===== src/rtl/upa_pkg.sv =====
// Shared types and constants of the UDP port allocator.
// No dependencies.
package upa_pkg;

    localparam int PORT_W     = 16;
    localparam int FUNC_W     = 2;
    localparam int STATUS_W   = 2;
    localparam int CFG_W      = 16;
    localparam int CFG_ADDR_W = 1;

    localparam int unsigned EPH_LOW_RST  = 32768;
    localparam int unsigned EPH_HIGH_RST = 60999;
    localparam int unsigned NEXT_RST     = 32768;

    localparam logic [FUNC_W-1:0] FN_BIND    = 2'd0;
    localparam logic [FUNC_W-1:0] FN_ALLOC   = 2'd1;
    localparam logic [FUNC_W-1:0] FN_RELEASE = 2'd2;

    localparam logic [STATUS_W-1:0] STS_OK      = 2'd0;
    localparam logic [STATUS_W-1:0] STS_INVALID = 2'd1;
    localparam logic [STATUS_W-1:0] STS_BUSY    = 2'd2;

    localparam logic [CFG_ADDR_W-1:0] CFG_EPH_LOW  = 1'b0;
    localparam logic [CFG_ADDR_W-1:0] CFG_EPH_HIGH = 1'b1;

    typedef enum logic [2:0] {
        WR_NONE,
        WR_CLEAR,
        WR_SET_ITEM,
        WR_CLR_ITEM,
        WR_SET_FOUND
    } wr_op_t;

    typedef enum logic [1:0] {
        GR_NONE,
        GR_ITEM,
        GR_FOUND
    } grant_sel_t;

    typedef struct packed {
        logic                load;
        logic                scan_start;
        logic                scan_run;
        wr_op_t              wr_op;
        logic                res_set;
        logic [STATUS_W-1:0] res_status;
        grant_sel_t          res_grant;
        logic                res_push;
    } upa_cmd_t;

    typedef struct packed {
        logic [FUNC_W-1:0] func;
        logic              port_zero;
        logic              range_bad;
        logic              item_busy;
        logic              scan_hit;
        logic              scan_miss;
        logic              clear_last;
        logic              out_free;
    } upa_sts_t;

endpackage


===== src/rtl/upa_ctrl.sv =====
// Sequencer of the UDP port allocator: clear pass, decode, lookup, scan, result.
// Depends on upa_pkg.
module upa_ctrl import upa_pkg::*; (
    input  logic     aclk,
    input  logic     aresetn,
    input  logic     s_tvalid,
    output logic     s_tready,
    input  upa_sts_t sts,
    output upa_cmd_t cmd
);

    typedef enum logic [2:0] {
        S_CLEAR,
        S_IDLE,
        S_DECODE,
        S_WAIT,
        S_SCAN,
        S_RESULT
    } state_t;

    state_t state_reg, state_next;

    assign s_tready = (state_reg == S_IDLE);

    always_comb begin
        state_next     = state_reg;
        cmd            = '0;
        cmd.wr_op      = WR_NONE;
        cmd.res_status = STS_OK;
        cmd.res_grant  = GR_NONE;
        unique case (state_reg)
            S_CLEAR: begin
                cmd.wr_op = WR_CLEAR;
                if (sts.clear_last) begin
                    state_next = S_IDLE;
                end
            end
            S_IDLE: begin
                if (s_tvalid) begin
                    cmd.load   = 1'b1;
                    state_next = S_DECODE;
                end
            end
            S_DECODE: begin
                unique case (sts.func)
                    FN_BIND: begin
                        if (sts.port_zero) begin
                            cmd.res_set    = 1'b1;
                            cmd.res_status = STS_INVALID;
                            state_next     = S_RESULT;
                        end else begin
                            state_next = S_WAIT;
                        end
                    end
                    FN_ALLOC: begin
                        if (sts.range_bad) begin
                            cmd.res_set    = 1'b1;
                            cmd.res_status = STS_BUSY;
                            state_next     = S_RESULT;
                        end else begin
                            cmd.scan_start = 1'b1;
                            state_next     = S_SCAN;
                        end
                    end
                    FN_RELEASE: begin
                        if (sts.port_zero) begin
                            cmd.res_set = 1'b1;
                            state_next  = S_RESULT;
                        end else begin
                            state_next = S_WAIT;
                        end
                    end
                    default: begin
                        cmd.res_set    = 1'b1;
                        cmd.res_status = STS_INVALID;
                        state_next     = S_RESULT;
                    end
                endcase
            end
            S_WAIT: begin
                cmd.res_set = 1'b1;
                state_next  = S_RESULT;
                if (sts.func == FN_BIND) begin
                    if (sts.item_busy) begin
                        cmd.res_status = STS_BUSY;
                    end else begin
                        cmd.wr_op     = WR_SET_ITEM;
                        cmd.res_grant = GR_ITEM;
                    end
                end else begin
                    cmd.wr_op = WR_CLR_ITEM;
                end
            end
            S_SCAN: begin
                cmd.scan_run = 1'b1;
                if (sts.scan_hit) begin
                    cmd.wr_op     = WR_SET_FOUND;
                    cmd.res_set   = 1'b1;
                    cmd.res_grant = GR_FOUND;
                    state_next    = S_RESULT;
                end else if (sts.scan_miss) begin
                    cmd.res_set    = 1'b1;
                    cmd.res_status = STS_BUSY;
                    state_next     = S_RESULT;
                end
            end
            S_RESULT: begin
                if (sts.out_free) begin
                    cmd.res_push = 1'b1;
                    state_next   = S_IDLE;
                end
            end
            default: begin
                state_next = S_CLEAR;
            end
        endcase
    end

    always_ff @(posedge aclk) begin
        if (!aresetn) begin
            state_reg <= S_CLEAR;
        end else begin
            state_reg <= state_next;
        end
    end

endmodule


===== config.mk =====
export PLATFORM = sky130hd
export DESIGN_NAME = upa_ctrl
export DESIGN_NICKNAME = d
export VERILOG_FILES = /design/src/rtl/upa_pkg.sv /design/src/rtl/upa_ctrl.sv
export SDC_FILE = /design/constraint.sdc
export NUM_CORES = 1
export LEC_CHECK = 0
export BUFFER_PORTS_ARGS = -buffer_cell sky130_fd_sc_hd__buf_2
export CAP_MARGIN = 20
export CORE_AREA = 2 2 39 41
export CTS_BUF_LIST = sky130_fd_sc_hd__clkbuf_8
export CTS_CLUSTER_SIZE = 28
export DETAILED_ROUTE_END_ITERATION = 7
export DIE_AREA = 0 0 41 43
export GPL_TIMING_DRIVEN = 0
export PLACE_DENSITY_LB_ADDON = 0.08
export SLEW_MARGIN = 40
export SYNTH_ARGS = -nofsm -noshare
export SYNTH_HDL_FRONTEND = slang
export SYNTH_SLANG_ARGS = --single-unit

===== constraint.sdc =====
create_clock -name aclk -period 3 [get_ports aclk]
set_input_delay 0.3 -clock aclk [delete_from_list [all_inputs] [get_ports aclk]]
set_output_delay 0.3 -clock aclk [all_outputs]
set_load 0.05 [all_outputs]

==> impl_metrics.toml <==
[timing]
period_minus_slack_ns = 1.88
tightest_slew_ns = 0.265
fin_skew_ns = 0.00106
setup_viol = 0
rsz0062_at_grt = "false"
maxSlewHeadroom = 0.821
setup_tns_ns = 0
hold_viol_final = 0
fmax_ghz = 0.533
fin_crit_sh = 0.626
slew_viol_final = 0

[finish]
fin_area_um2 = 526
antennaDiodeCount = 0
area_delta_synth_final_pct = 52.2
final_common_cell = "buf_2"
num-nets-final = 90
largest_reg_flops = 3
final_cell_mix = "25 x buf_2, 6 x nand2_1"
drive_gt1_frac = 0.416

[global_routing]
grt-ovfl-total = 0
grt_usage = 0.116
grt_max_degree = 11
antenna_found_initial = 0
first_global_vias = 353
grt_pass1_wl_mm = 1.41

[floorplan]
rows = 14
ios = 25
dieArea_mm2 = 0.00176
die_w_um = 41
initial_utilization = 0.250
die_h_um = 43
core_mm2 = 0.00138

[critical_path]
required_ns = 2.70
crit_arrival_ns = 1.58
startpoint_type = "flip-flop"
rrSetupSlack_ns = 1.93
end_kind = "output pin"
r2r-start = "state_reg[0]$_SDFFE_PN0P_"
critPathLaunch = "state_reg[1]$_SDFFE_PN0P_"
cp_max_fo = 9
critPathKind = "reg2out"

[cts]
clk_latency_ns = 0.22
clk_pin_slew_ns = 0.03
cts_tree = "done"
htree_levels = 1
cts_buffer_depth = 2
hold_buffers = 0
ctsResizeCount = 0
cts_setup_buffers = 0
numCtsBuffers = 3
root_buffer = "clkbuf_8"
cts.sinks = 3

[yosys]
ys.warnings.count = 0
syn_area_um2 = 345
synth_nets = 62
ys_seq_area_frac = 0.174
synth.area.top_cells = "dfxtp_1 17%, nand2_1 6.5%, and2_1 5.4%, a21oi_1 4.3%, buf_4 4.3%"
synth_top_area_cell = "dfxtp_1"
syn_area_per_cell_um2 = 6.91
synth_seq_cells = 3
synth_cells = 50
synth_top_area_frac = 0.174
synth_cell_types = 28

[hold_path]
hold_start = "aresetn"
worstHoldPathType = "in2reg"

[place]
place_area_um2 = 480
gp_congestion = 0.725
port_buffers = 23
dp_hpwl_um = 755

[detailed_routing]
wirelength_um = 986
postRouteAntennaNets = 0
first_pass_iters = 4
vias = 460
first_iter_violations = 16
via_per_inst = 4.95
wl_per_cell_um = 10.6
post-route-drc-count = 0

[power_and_ir_drop]
p_switching_uw = 85.0
power.leakage_uw = 0.000263
p_int_uw = 156
p_seq_frac = 0.185
pwr-share-clk = 0.478
power_density_mw_per_mm2 = 458
pwr-share-comb = 0.337
p_sw_frac = 0.353
ir_drop_mv = 0.283

[outcome]
status = "complete, no violations"

[run]
drv_cap = 0
## cell families after synthesis
group	share of synthesized area
DFF	0.174
and+or+nand+nor	0.478
AOI/OAI and AO/OA	0.254
buffers and inverters	0.0942
## power by group through the flow
stage	Sequential (uW)	Clock, uW	Combinational (uW)
floorplan	44.7	0	59.5
global placement	45.1	0	82.3
detailed placement	45.0	0	81.4
CTS	44.5	121	81.6
global route	44.9	122	86.9
finish	44.5	115	81.2
## worst max-delay path: stages, from the launching register on
cell and delay (ns):
dfxtp_1 0.29, buf_2 0.18, inv_1 0.11, or3_1 0.40, a21oi_1 0.12, buf_2 0.27
## final timing paths
kind | endpoint | cells past startpoint
hold / removal | state_reg[0]$_SDFFE_PN0P_ | 3
hold reg to reg | state_reg[2]$_SDFFE_PN0P_ | 3
setup / recovery | cmd[3] | 5
setup reg to reg | state_reg[1]$_SDFFE_PN0P_ | 4
## per-layer routing
layer,up-vias,GRT usage,wire length (um)
li1,235,-,-
met1,206,0.156,416
met2,19,0.163,498
met3,0,0.0157,71
met4,0,0.0800,0
met5,-,0,0
## synth_stat cells
| master | number |
|---|---|
| and3_1 | 1 |
| o21ai_0 | 2 |
| and2_1 | 3 |
| nor3_1 | 1 |
| o21a_1 | 1 |
| nor4_1 | 1 |
| a21boi_0 | 1 |
| a21oi_1 | 3 |
| a211oi_1 | 1 |
| buf_4 | 2 |
| o211ai_1 | 2 |
| o311ai_1 | 1 |
| o41ai_1 | 1 |
| nor2_1 | 3 |
| nor2b_1 | 2 |
| nor3b_1 | 2 |
| nand2b_1 | 1 |
| nand2_1 | 6 |
| nor3b_2 | 1 |
| or3b_2 | 1 |
| or3_1 | 1 |
| inv_1 | 2 |
| dfxtp_1 | 3 |
| buf_2 | 2 |
| nand3_1 | 2 |
| a22oi_1 | 1 |
| nand3b_1 | 2 |
| or3b_1 | 1 |
## per-stage QoR
step                       util  std cells  hold WS (ns)  total power, uW  worst slack [ns]
final                     0.380         93         0.362              241              1.12
after global routing      0.380         93         0.383              253              1.03
after CTS                 0.380         93         0.361              247              1.11
after detailed placement  0.347         89         0.589              126              1.35
after global placement    0.347         89         0.597              127              1.32
after floorplan               -         50         0.448              104             0.422
## cell type report
type | instances | area, um^2
fill | 152 | 858
multi-input combinational | 41 | 253
timing repair buffer | 23 | 115
sequential | 3 | 60.1
clock buffer | 3 | 41.3
buffer | 4 | 25.0
tap | 16 | 20.0
inverter | 2 | 7.51
clock inverter | 1 | 3.75
Power figures use the tool's default switching activity.
